[config.mk]
export PLATFORM = sky130hd
export DESIGN_NAME = cap_div
export DESIGN_NICKNAME = d
export VERILOG_FILES = /design/src/rtl/core/cap_pkg.sv /design/src/rtl/core/cap_div.sv
export SDC_FILE = /design/constraint.sdc
export NUM_CORES = 1
export LEC_CHECK = 0
export BUFFER_PORTS_ARGS = -buffer_cell sky130_fd_sc_hd__buf_2
export CORE_UTILIZATION = 50
export CTS_CLUSTER_SIZE = 28
export DETAILED_ROUTE_END_ITERATION = 10
export GPL_ROUTABILITY_DRIVEN = 0
export GPL_TIMING_DRIVEN = 0
export MAX_ROUTING_LAYER = met4
export PLACE_DENSITY = 0.74
export SLEW_MARGIN = 20
export SYNTH_ARGS = -nofsm -noshare
export SYNTH_HDL_FRONTEND = slang
export SYNTH_SLANG_ARGS = --single-unit
[constraint.sdc]
create_clock -name clk -period 7.3 [get_ports clk]
set_input_delay 0.365 -clock clk [delete_from_list [all_inputs] [get_ports clk]]
set_output_delay 0.365 -clock clk [all_outputs]
set_load 0.05 [all_outputs]
[src/rtl/core/cap_pkg.sv]
// shared constants, types and helpers for the co-occurrence association predictor
// no dependencies
package cap_pkg;

    localparam int NUM_FEAT   = 64;
    localparam int FEAT_W     = 6;
    localparam int MAX_EXP    = 32;
    localparam int EXP_W      = 5;
    localparam int LEN_W      = 6;
    localparam int CNT_W      = 16;
    localparam int PAIR_AW    = 2 * FEAT_W;
    localparam int SCORE_W    = 17;
    localparam int FRAC_W     = 16;
    localparam int NUM_W      = CNT_W + FRAC_W + FEAT_W;
    localparam int SET_W      = FEAT_W + 1;

    localparam logic [CNT_W-1:0]   CNT_MAX      = '1;
    localparam logic [SCORE_W-1:0] SCORE_ONE    = 17'h10000;
    localparam logic [SCORE_W-1:0] THRESH_RESET = 17'd3276;

    localparam logic OP_OBSERVE = 1'b0;
    localparam logic OP_QUERY   = 1'b1;

    typedef struct packed {
        logic                pair_we;
        logic [PAIR_AW-1:0]  pair_waddr;
        logic [CNT_W-1:0]    pair_wdata;
        logic [PAIR_AW-1:0]  pair_raddr;
        logic                fc_we;
        logic [FEAT_W-1:0]   fc_waddr;
        logic [CNT_W-1:0]    fc_wdata;
        logic [FEAT_W-1:0]   fc_raddr;
        logic                buf_we;
        logic [EXP_W-1:0]    buf_waddr;
        logic [FEAT_W-1:0]   buf_wdata;
        logic [EXP_W-1:0]    buf_raddr;
    } cap_mem_req_t;

    function automatic logic [CNT_W-1:0] sat_add(input logic [CNT_W-1:0] v,
                                                 input logic [1:0] d);
        logic [CNT_W:0] s;
        s = {1'b0, v} + {{(CNT_W-1){1'b0}}, d};
        if (s > {1'b0, CNT_MAX})
            return CNT_MAX;
        return s[CNT_W-1:0];
    endfunction

endpackage

[src/rtl/core/cap_div.sv]
// shared restoring divider, one quotient bit per cycle
// depends on cap_pkg
module cap_div (
    input  logic                        clk,
    input  logic                        rst_n,
    input  logic                        start,
    input  logic [cap_pkg::NUM_W-1:0]   num,
    input  logic [cap_pkg::CNT_W-1:0]   den,
    output logic                        done,
    output logic [cap_pkg::NUM_W-1:0]   quot
);

    logic [cap_pkg::NUM_W-1:0] num_reg, num_next;
    logic [cap_pkg::CNT_W-1:0] den_reg, den_next;
    logic [cap_pkg::CNT_W-1:0] rem_reg, rem_next;
    logic [5:0]                cnt_reg, cnt_next;
    logic                      busy_reg, busy_next;
    logic                      done_reg, done_next;
    logic [cap_pkg::CNT_W:0]   trial;
    logic [cap_pkg::CNT_W:0]   diff;
    logic                      ge;

    always_comb
    begin
        trial     = {rem_reg, num_reg[cap_pkg::NUM_W-1]};
        ge        = trial >= {1'b0, den_reg};
        diff      = trial - {1'b0, den_reg};
        num_next  = num_reg;
        den_next  = den_reg;
        rem_next  = rem_reg;
        cnt_next  = cnt_reg;
        busy_next = busy_reg;
        done_next = 1'b0;
        if (start)
        begin
            num_next  = num;
            den_next  = den;
            rem_next  = '0;
            cnt_next  = 6'(cap_pkg::NUM_W);
            busy_next = 1'b1;
        end
        else if (busy_reg)
        begin
            num_next = {num_reg[cap_pkg::NUM_W-2:0], ge};
            rem_next = ge ? diff[cap_pkg::CNT_W-1:0] : trial[cap_pkg::CNT_W-1:0];
            cnt_next = cnt_reg - 6'd1;
            if (cnt_reg == 6'd1)
            begin
                busy_next = 1'b0;
                done_next = 1'b1;
            end
        end
    end

    always_ff @(posedge clk or negedge rst_n)
    begin
        if (!rst_n)
        begin
            num_reg  <= '0;
            den_reg  <= '0;
            rem_reg  <= '0;
            cnt_reg  <= '0;
            busy_reg <= 1'b0;
            done_reg <= 1'b0;
        end
        else
        begin
            num_reg  <= num_next;
            den_reg  <= den_next;
            rem_reg  <= rem_next;
            cnt_reg  <= cnt_next;
            busy_reg <= busy_next;
            done_reg <= done_next;
        end
    end

    assign done = done_reg;
    assign quot = num_reg;

endmodule

== Yosys cells after proc, flatten, opt, wreduce, memory -nomap -nowiden ==
Index checks and enable logic that the tools add are counted.
W data, S select, Z words.

* Bits in registers: 78
* Logic and storage cells: 24
* Output and inout bits: 39
* Input bits: 57

* Add/subtract/negate cells: 2
* Mux-type cells: 13
* Reductions and logical operators: 1
* Magnitude comparators: 1
* Eq/ne operators: 1

{| class="wikitable"
|+ Operator list
! kind !! number
|-
| $mux W38 || 2
|-
| $mux W16 || 3
|-
| $ge A17 B16 Y1 || 1
|-
| $sub A16 B16 Y16 || 1
|-
| $mux W6 || 2
|-
| $eq A6 B1 Y1 const B || 1
|-
| $mux W1 || 6
|-
| $sub A6 B1 Y6 const B || 1
|-
| $reduce_bool A2 Y1 || 1
|}

== Longest topological paths before layout ==
Gate-level depths: netlist of run 1.

* Word-level depth: 4
* Gate-level depth with buffers: 11
* Depth with buffers taken out: 10

== Worst setup path before layout of run 1 ==
OpenSTA, ideal clock, no wires.

* Path type: reg-to-reg
* Start point: reg num_reg (netlist bit quot[37])
* End point: reg rem_reg[14] in the netlist's numbering
* Arrival time: 2.513 ns
* Path slack: 4.664 ns
* Data required time: 7.177 ns
* Stages on the path, launching flop included: 11
* Setup time: 0.123 ns
* Path buffers: 0
* Period minus slack after synthesis: 2.636 ns
* Cells stage by stage: dfrtp_1 > inv_1 > ha_1 > fa_1 > nand2b_1 > a21oi_1 > o21ai_0 > nor3_1 > mux2i_1 > a21oi_1 > o221a_2

* Word-level cells in the longest chain between the ends: 4
* Elaborated cells between the ends (all ways): 5
* Classes of those cells: 1 x add/sub; 1 x order compare; 3 x mux

{| class="wikitable"
|+ RTL lines
! what !! line !! RTL
|-
| from (decl) || cap_div.sv:13 || <nowiki>logic [cap_pkg::NUM_W-1:0] num_reg, num_next;</nowiki>
|-
| from (signal assigned) || cap_div.sv:68 || <nowiki>num_reg <= num_next;</nowiki>
|-
| $sub A16 B16 Y16 or $ge A17 B16 Y1 (tied branches) || cap_div.sv:27, cap_div.sv:26 ||
|-
| $mux W16 (*) || cap_div.sv:45 || <nowiki>rem_next = ge ? diff[cap_pkg::CNT_W-1:0] : trial[cap_pkg::CNT_W-1:0];</nowiki>
|-
| $mux W16 (*) || cap_div.sv:42 || <nowiki>else if (busy_reg)</nowiki>
|-
| $mux W16 (*) || cap_div.sv:34 || <nowiki>if (start)</nowiki>
|-
| to (signal assigned) || cap_div.sv:70 || <nowiki>rem_reg <= rem_next;</nowiki>
|-
| to (decl) || cap_div.sv:15 || <nowiki>logic [cap_pkg::CNT_W-1:0] rem_reg, rem_next;</nowiki>
|}

Mark *: on every way between the ends. The rest lies on a longest branch, timed or not. The select of a mux whose other input is x is not followed.
A chain may end at the register's enable or synchronous reset.

== Final worst setup path of run 1 ==
Ends and elaborated chain as after synthesis.

==> impl_metrics.tcl, run 1 <==
set metrics [dict create \
    slew_viol_final 0 \
    combPwrFrac_pct 39.5 \
    grtUsageTotal_pct 26.2 \
    critPathLaunchType "register" \
    yosys-mux-area-fraction_pct 9.76 \
    path_max_fanout 4 \
    vias 3899 \
    grt_setup_unrepaired "no" \
    yosysUniqueCellTypes 54 \
    ant_nets 0 \
    outcome "finished, final reports clean" \
    finalHoldViolCount 0 \
    p_clk_share_pct 23.4 \
    slew_headroom_pct 52.0 \
    clkTransAtPathRegs_ps 80 \
    clock-sinks 78 \
    routed_wl_um 10700 \
    die_area_um2 9250 \
    clockRootBuffer "clkbuf_8" \
    synth-xor-area-share_pct 2.76 \
    end_kind "register" \
    synth_edf_count 0 \
    cp-startpoint "quot[37]" \
    ys_seq_elements 78 \
    fp-row-count 33 \
    async_flop_share_pct 100 \
    synth_top_area_cell "dfrtp_1" \
    period_minus_slack_ps 2790 \
    post-route-period-util_pct 38.3 \
    diodes 0 \
    vias_per_cell 5.63 \
    regArea_um2 1950 \
    setup_viol 0 \
    netlist.area_leader.share_pct 44.0 \
    path_class "reg2reg" \
    layoutNonFillerInstCount 692 \
    wl_per_cell_um 15.5 \
    place_area_um2 5070 \
    netlist_instances 474 \
    synth-simple-area-share_pct 15.3 \
    cts_buffers 9 \
    synth_common_cells "dfrtp_1, nand2_1, o21ai_0" \
    worst_pin_slew_ps 721 \
    grt_pass1_wl_um 17900 \
    min_from "num[6]" \
    insertion_delay_ps 350 \
    irDropWorstVdd_mv 0.175 \
    yosysMostFrequentCell "dfrtp_1" \
    internal-power_uw 866 \
    drtPass1Iterations 4 \
    tns_ps 0 \
    io_pins 96 \
    grt_antenna_before_repair 0 \
    pwr-share-seq_pct 37.0 \
    dp.cells 675 \
    start_util_pct 52.9 \
    max_freq_mhz 358 \
    initialDrtViolationCount 179 \
    p_sw_uw 560 \
    swShare_pct 39.3 \
    cap_violations 0 \
    p_per_area_nw_per_um2 270 \
    cp_data_required_time_ps 7550 \
    drc_errors 0 \
    core_um2 8380 \
    synth.area.top_cells "dfrtp_1, mux2i_1, o21ai_0, nand2_1, ha_1" \
    final_cell_area_um2 5280 \
    grt_overflow 0 \
    die_w_um 96.2 \
    grt_max_degree 48 \
    multi_input_area_um2 2270 \
    syn_to_final_growth_pct 19.1 \
    htreeDepth 3 \
    dp_hpwl_um 7680 \
    drive_gt1_share_pct 22.0 \
    num-nets-final 658 \
    io_buffers 95 \
    worstHoldPathType "in2reg" \
    synth.avg_cell_area_um2 9.36 \
    arrival_ps 3040 \
    fillCellCount 727 \
    ys.flop_type "dfrtp_1" \
    clock_path_buffers 2 \
    yosysWarningCount 0 \
    die_h_um 96.2 \
    grt_pass1_vias 3798 \
    synth-adder-area-share_pct 5.53 \
    tritoncts "yes" \
    largest_reg_flops 38 \
    synth_nets 550 \
    fin_skew_ps 7.69 \
    synth-compound-area-share_pct 17.9 \
    synth-seq-area-share_pct 44.0 \
    synth_top_family_by_area "compound AO/OA/AOI/OAI gates" \
    p_leak_uw 0.00284 \
    syn_area_um2 4440 \
    timing.rr.start "quot[37]" \
]
metal layers:
layer	GRT usage [%]	wire [µm]	vias to the layer above	part of all wire [%]
met3	5.45	544	22	5.1
met2	41.1	4990	116	47
met1	34.2	4980	1877	47
met5	-	0	-	0
li1	-	-	1884	-
met4	7.71	188	0	1.8
power groups by stage:
stage / clock (µW) / sequential (µW) / combinational, µW
floorplan: 0 / 601 / 352
global placement: 0 / 533 / 538
detailed placement: 0 / 535 / 556
CTS: 340 / 528 / 560
global route: 358 / 535 / 622
finish: 334 / 528 / 563
worst paths after layout:
check | end | slack, ps | depth (start not counted)
setup / recovery | rem_reg[14] | 4510 | 10
max in group asynchronous | quot[12] | 6230 | 3
min in group asynchronous | quot[33] | 490 | 2
hold / removal | quot[6] | 210 | 3
setup reg to reg | rem_reg[14] | 4510 | 10
hold reg to reg | den_reg[0] | 530 | 1
worst max-delay path, cell delays in order, from the launching register on:
cell,delay (ps)
dfrtp_1,420
inv_1,60
ha_1,220
fa_1,400
nand2b_1,180
a21oi_1,300
o21ai_0,240
nor3_1,260
mux2i_1,240
a21oi_1,110
o221a_2,250
stage by stage:
stage | util, % | hold slack [ps] | worst slack, ps | power (µW)
after floorplan | - | 69.4 | 4660 | 953
after global placement | 60.2 | 503 | 4680 | 1070
after detailed placement | 60.5 | 337 | 4600 | 1090
after CTS | 63.0 | 199 | 4580 | 1430
after global routing | 63.0 | 208 | 4390 | 1520
final | 63.0 | 212 | 4510 | 1430
placed cells by master, fill, tap and decap left out, types with 2 or more instances in the layout:
master / n
xor2_1: 9
ha_1: 18
a211oi_1: 9
a21oi_1: 22
nor3b_1: 2
nor2b_1: 4
or2_2: 2
buf_1: 4
o2111ai_1: 2
dfrtp_1: 78
and2_1: 4
o211a_1: 3
o211ai_1: 6
mux2i_1: 41
nand2_1: 73
a221o_1: 2
buf_2: 97
nor4_1: 5
a41oi_1: 2
and3_1: 4
nand4_1: 4
nand3_1: 3
clkbuf_1: 19
clkbuf_8: 10
clkinvlp_4: 2
buf_6: 2
a21o_1: 4
inv_1: 23
nor3_1: 6
nand2b_1: 5
xnor2_1: 5
o21ai_0: 62
nor2_1: 26
logic make-up after synthesis:
| group | Yosys count |
|---|---|
| simple gates | 144 |
| compound gates | 125 |
| flops | 78 |
| buf+inv | 51 |
| mux | 43 |
| fa+ha+maj | 19 |
| xor+xnor | 14 |
timing repair:
action                                 CTS  global route
buffers inserted                         0             0
endpoints found under the hold margin   31             0
hold buffers                             1             0
gates resized for setup                  0             0
final cells by class:
class,instances,area share (%)
Multi-Input combinational cell,345,43.0
Buffer,27,2.27
Clock inverter,5,1.11
Sequential cell,78,36.9
Inverter,24,1.71
Clock buffer,11,2.68
Tap cell,105,2.49
Timing Repair Buffer,97,9.76
Power figures use the tool's default switching activity.
==> run 2, diff against run 1 <==
==> constraint.sdc (replaced) <==
create_clock -name clk -period 2.68 [get_ports clk]
set_input_delay 0.134 -clock clk [delete_from_list [all_inputs] [get_ports clk]]
set_output_delay 0.134 -clock clk [all_outputs]
set_load 0.05 [all_outputs]
==> run 2 against run 1 <==
Non-clock buffer count increased by 54. Setup slack worse by 4400 ps. Utilization grew 7.2 points. Via count up 7.1%. Clock-buffer cell count did not move. Hold slack worse by 200 ps. Combinational power rose to 3.1 times the previous value. Clock skew about the same. Design area is 11% higher. Critical path type unchanged. Critical endpoint is now rem_reg[12]. Largest cell class unchanged. Largest power group unchanged.
==> impl_metrics.tcl, run 2 (synthesized netlist as in run 1, its figures left out) <==
set metrics [dict create \
    path_class "reg2reg" \
    htreeDepth 3 \
    dp_hpwl_um 7680 \
    initialDrtViolationCount 224 \
    final_cell_area_um2 5890 \
    grt_pass1_wl_um 19500 \
    tritoncts "yes" \
    grtUsageTotal_pct 28.5 \
    slew_viol_final 0 \
    period_minus_slack_ps 2580 \
    cp_data_required_time_ps 2900 \
    core_um2 8380 \
    clkTransAtPathRegs_ps 80 \
    min_from "den[2]" \
    setup_viol 0 \
    largest_reg_flops 38 \
    cap_violations 0 \
    io_buffers 95 \
    layoutNonFillerInstCount 746 \
    clock_path_buffers 2 \
    fin_skew_ps 7.87 \
    arrival_ps 2800 \
    timing.rr.start "rem_reg[12]" \
    end_kind "register" \
    irDropWorstVdd_mv 0.458 \
    cts_buffers 9 \
    grt_overflow 0 \
    r2r_cells 9 \
    num-nets-final 712 \
    grt_setup_unrepaired "yes" \
    io_pins 96 \
    min_path_cells 3 \
    final_cell_mix "buf_2, dfrtp_1, nand2_1" \
    vias 4175 \
    cp-startpoint "rem_reg[12]" \
    syn_to_final_growth_pct 32.7 \
    drtPass1Iterations 4 \
    clockRootBuffer "clkbuf_8" \
    tns_ps 0 \
    finalHoldViolCount 0 \
    max_freq_mhz 387 \
    slew_headroom_pct 48.8 \
    drive_gt1_share_pct 22.3 \
    post-route-period-util_pct 96.3 \
    dp.cells 675 \
    drc_errors 0 \
    insertion_delay_ps 350 \
    die_h_um 96.2 \
    reg2reg_slack_ps 100 \
    clock-sinks 78 \
    fin_ws_ps 98.4 \
    die_area_um2 9250 \
    wl_per_cell_um 16.0 \
    ant_nets 0 \
    critPathLaunchType "register" \
    place_area_um2 5070 \
    start_util_pct 52.9 \
    routed_wl_um 11900 \
    grt_max_degree 48 \
    worst_pin_slew_ps 767 \
    die_w_um 96.2 \
    path_max_fanout 10 \
    fp-row-count 33 \
    outcome "finished, final reports clean" \
    diodes 0 \
    worstHoldPathType "in2reg" \
    p_leak_uw 0.00307 \
    grt_pass1_vias 4063 \
    grt_antenna_before_repair 0 \
    post-place-ws_ps -20.2 \
    vias_per_cell 5.60 \
    p_per_area_nw_per_um2 694 \
    final_common_cell "buf_2" \
]
-- run 2: cell types whose count changed in the layout (fill, tap and decap cells not counted), sizes merged --
cell / before / now
buf: 105 / 108
clkbuf: 29 / 30
dlygate4sd3: 1 / 51
-- run 2: cell type report --
cell class / instances / area [µm²]
flip-flops and latches: 78 / 1950
plain buffers: 27 / 125
repair buffers: 151 / 1050
multi-input cells: 345 / 2340
clock buffers: 11 / 141
well taps: 105 / 131
clock inverters: 5 / 58.8
inverters: 24 / 90.1
fillers: 626 / 2490
-- run 2: report_power, final --
part	internal [µW]	switching [µW]
clock network	456	457
logic	692	1040
registers	1320	118
-- run 2: per-layer routing --
| layer | GRT usage (%) | routed length, µm |
|---|---|---|
| met4 | 8.08 | 204 |
| met2 | 45.6 | 5750 |
| met5 | - | 0 |
| met3 | 6.32 | 635 |
| met1 | 36.4 | 5330 |
-- run 2: per-stage QoR --
stage | hold WS, ps | power, µW | utilization (%)
after detailed placement | 106 | 2970 | 60.5
after CTS | 2.18 | 3950 | 69.0
after floorplan | -162 | 2600 | -
after global placement | 338 | 2920 | 60.2
final | 9.49 | 4090 | 70.2
after global routing | 10.0 | 4330 | 70.2
-- run 2: path summary, 6_finish.rpt --
| kind | endpoint |
|---|---|
| worst min register to register | den_reg[8] |
| max in group asynchronous | quot[12] |
| worst min-delay path | den_reg[2] |
| min in group asynchronous | quot[33] |
| worst max register to register | rem_reg[12] |
| worst max-delay path | rem_reg[12] |
-- run 2: what timing repair did --
| action | in CTS | in global routing |
|---|---|---|
| pin swaps | 0 | 4 |
| gates cloned | 0 | 0 |
| hold buffers | 51 | 0 |
| gates resized for setup | 1 | 16 |
| setup endpoints to repair | 1 | 16 |
| setup buffers | 0 | 4 |
| hold endpoints to repair | 81 | 0 |
-- run 2: critical path, cell delays in order (launching register included) --
cell       delay [ps]
dfrtp_1           400
ha_1              420
and4b_2           350
nand2b_4           70
a2111oi_4         300
and3b_1           230
buf_6             150
buf_6             150
a41oi_1           270
o41ai_2           110
==> run 3, diff against run 2 <==
--- a/config.mk
+++ b/config.mk
@@ -10,7 +10,6 @@
 export CTS_CLUSTER_SIZE = 28
 export DETAILED_ROUTE_END_ITERATION = 10
 export GPL_ROUTABILITY_DRIVEN = 0
-export GPL_TIMING_DRIVEN = 0
 export MAX_ROUTING_LAYER = met4
 export PLACE_DENSITY = 0.74
 export SLEW_MARGIN = 20
==> constraint.sdc (replaced) <==
create_clock -name clk -period 2.68 [get_ports clk]
set_input_delay 0.402 -clock clk [delete_from_list [all_inputs] [get_ports clk]]
set_output_delay 0.402 -clock clk [all_outputs]
set_load 0.05 [all_outputs]
==> run 3 against run 2 <==
Combinational power down 9%. Routed wire length down 18%. First-iteration DRC count up 4.0%. Critical path depth unchanged. Sequential power about the same. Register-to-register slack better by 30 ps. Non-clock buffer count down 65. Sequential share of layout area up 3.4 points. Clock power up 18%. Clock-buffer cell count unchanged. Maximum frequency up 1.3%. Highest routed layer unchanged.
==> impl_metrics.tcl, run 3 (synthesized netlist as in run 1, its figures left out) <==
set metrics [dict create \
    outcome "finished, final reports clean" \
    start_util_pct 52.9 \
    io_buffers 95 \
    clkTransAtPathRegs_ps 80 \
    path_class "reg2reg" \
    cp-startpoint "den_reg[1]" \
    grt_pass1_wl_um 16700 \
    cp_data_required_time_ps 2950 \
    slew_headroom_pct 37.7 \
    critPathLaunchType "register" \
    slew_viol_final 0 \
    pwr-share-seq_pct 35.1 \
    initialDrtViolationCount 233 \
    r2r_cells 9 \
    max_freq_mhz 392 \
    grtUsageTotal_pct 23.9 \
    cts_buffers 9 \
    dp_hpwl_um 6790 \
    insertion_delay_ps 350 \
    cap_violations 0 \
    wirelength_met1_um 4550 \
    grt_overflow 0 \
    combPwrFrac_pct 38.5 \
    post-place-ws_ps 50.8 \
    drtPass1Iterations 4 \
    drc_errors 0 \
    largest_reg_flops 38 \
    dr_wl_met2_um 4640 \
    min_path_cells 3 \
    core_um2 8380 \
    min_from "num[1]" \
    die_w_um 96.2 \
    fin_ws_ps 132 \
    timing.rr.start "den_reg[1]" \
    routed_wl_um 9820 \
    die_area_um2 9250 \
    clock-sinks 78 \
    diodes 0 \
    internal-power_uw 2590 \
    swShare_pct 36.6 \
    vias_per_cell 5.39 \
    top_layer "met4" \
    syn_to_final_growth_pct 20.5 \
    grt_pass1_vias 3676 \
    worstHoldPathType "in2reg" \
    finalHoldViolCount 0 \
    path_max_fanout 18 \
    drive_gt1_share_pct 25.7 \
    met3_length_um 561 \
    final_cell_mix "buf_2, dfrtp_1, nand2_1" \
    whs_ps 256 \
    period_minus_slack_ps 2550 \
    setup_viol 0 \
    grt_antenna_before_repair 0 \
    end_kind "register" \
    place_area_um2 5050 \
    num-nets-final 647 \
    arrival_ps 2820 \
    post-route-period-util_pct 95.1 \
    dp.cells 663 \
    p_leak_uw 0.00288 \
    fin_skew_ps 7.91 \
    clock_path_buffers 2 \
    io_pins 96 \
    worst_pin_slew_ps 935 \
    p_clk_share_pct 26.3 \
    p_per_area_nw_per_um2 765 \
    vias 3670 \
    die_h_um 96.2 \
    layoutNonFillerInstCount 681 \
    regArea_um2 1950 \
    clockRootBuffer "clkbuf_8" \
    ant_nets 0 \
    htreeDepth 3 \
    final_cell_area_um2 5350 \
    tritoncts "yes" \
    wl_per_cell_um 14.4 \
    finalPower_uw 4090 \
    p_sw_uw 1500 \
    grt_max_degree 70 \
    final_common_cell "buf_2" \
    multi_input_area_um2 2300 \
    fp-row-count 33 \
    irDropWorstVdd_mv 0.425 \
    fillCellCount 695 \
]
-- run 3: changes by cell type in the layout (fill, tap and decap cells not counted), sizes merged --
cell,before,now
buf,108,112
clkinv,3,2
dlygate4sd3,51,1
bufinv,1,3
clkinvlp,2,1
clkbuf,30,11
-- run 3: worst max-delay path, cell delays in order (launching register included) --
cell and delay (ps):
dfrtp_1 380, inv_1 70, ha_1 280, nor2b_1 200, o2111ai_2 190, a2111oi_4 360
and3b_2 270, buf_6 160, o311a_1 390, nor3_2 160
-- run 3: stage by stage --
stage	util (%)	TNS [ps]
final	63.8	0
after global routing	63.8	-1.75
after CTS	63.3	0
after detailed placement	60.2	0
after global placement	60.2	0
after floorplan	-	0
-- run 3: power by group through the flow --
stage	Clock, µW	Combinational (µW)	Sequential (µW)
6_report	1080	1580	1440
4_1_cts	1110	1530	1440
5_1_grt	1160	1740	1460
3_3_place_gp	0	1490	1450
2_1_floorplan	0	958	1640
3_5_place_dp	0	1520	1460
-- run 3: final timing paths --
kind / slack [ps] / end
max in group asynchronous: 1500 / den_reg[14]
max: 130 / rem_reg[9]
min in group asynchronous: 500 / quot[33]
min reg2reg: 520 / den_reg[0]
max reg2reg: 130 / rem_reg[9]
min: 260 / quot[1]
-- run 3: cell type report --
type                       instances  area share (%)
tap                              105            2.46
multi-input combinational        345            43.1
timing repair buffer             113            11.6
sequential                        78            36.5
clock buffer                      11            2.64
clock inverter                     5            1.99
inverter                          24            1.68
-- run 3: timing repair --
action / in CTS / in global routing
hold buffers: 1 / 0
endpoints found under the setup margin: 0 / 10
resized for setup: 0 / 8
buffers inserted: 0 / 1
hold endpoints to repair: 26 / 0
-- run 3: layer usage --
metal | global-route usage (%) | vias to the layer above
met1 | 30.2 | 1700
li1 | - | 1851
met4 | 6.22 | 0
met3 | 5.61 | 9
met5 | - | -
met2 | 38.5 | 110
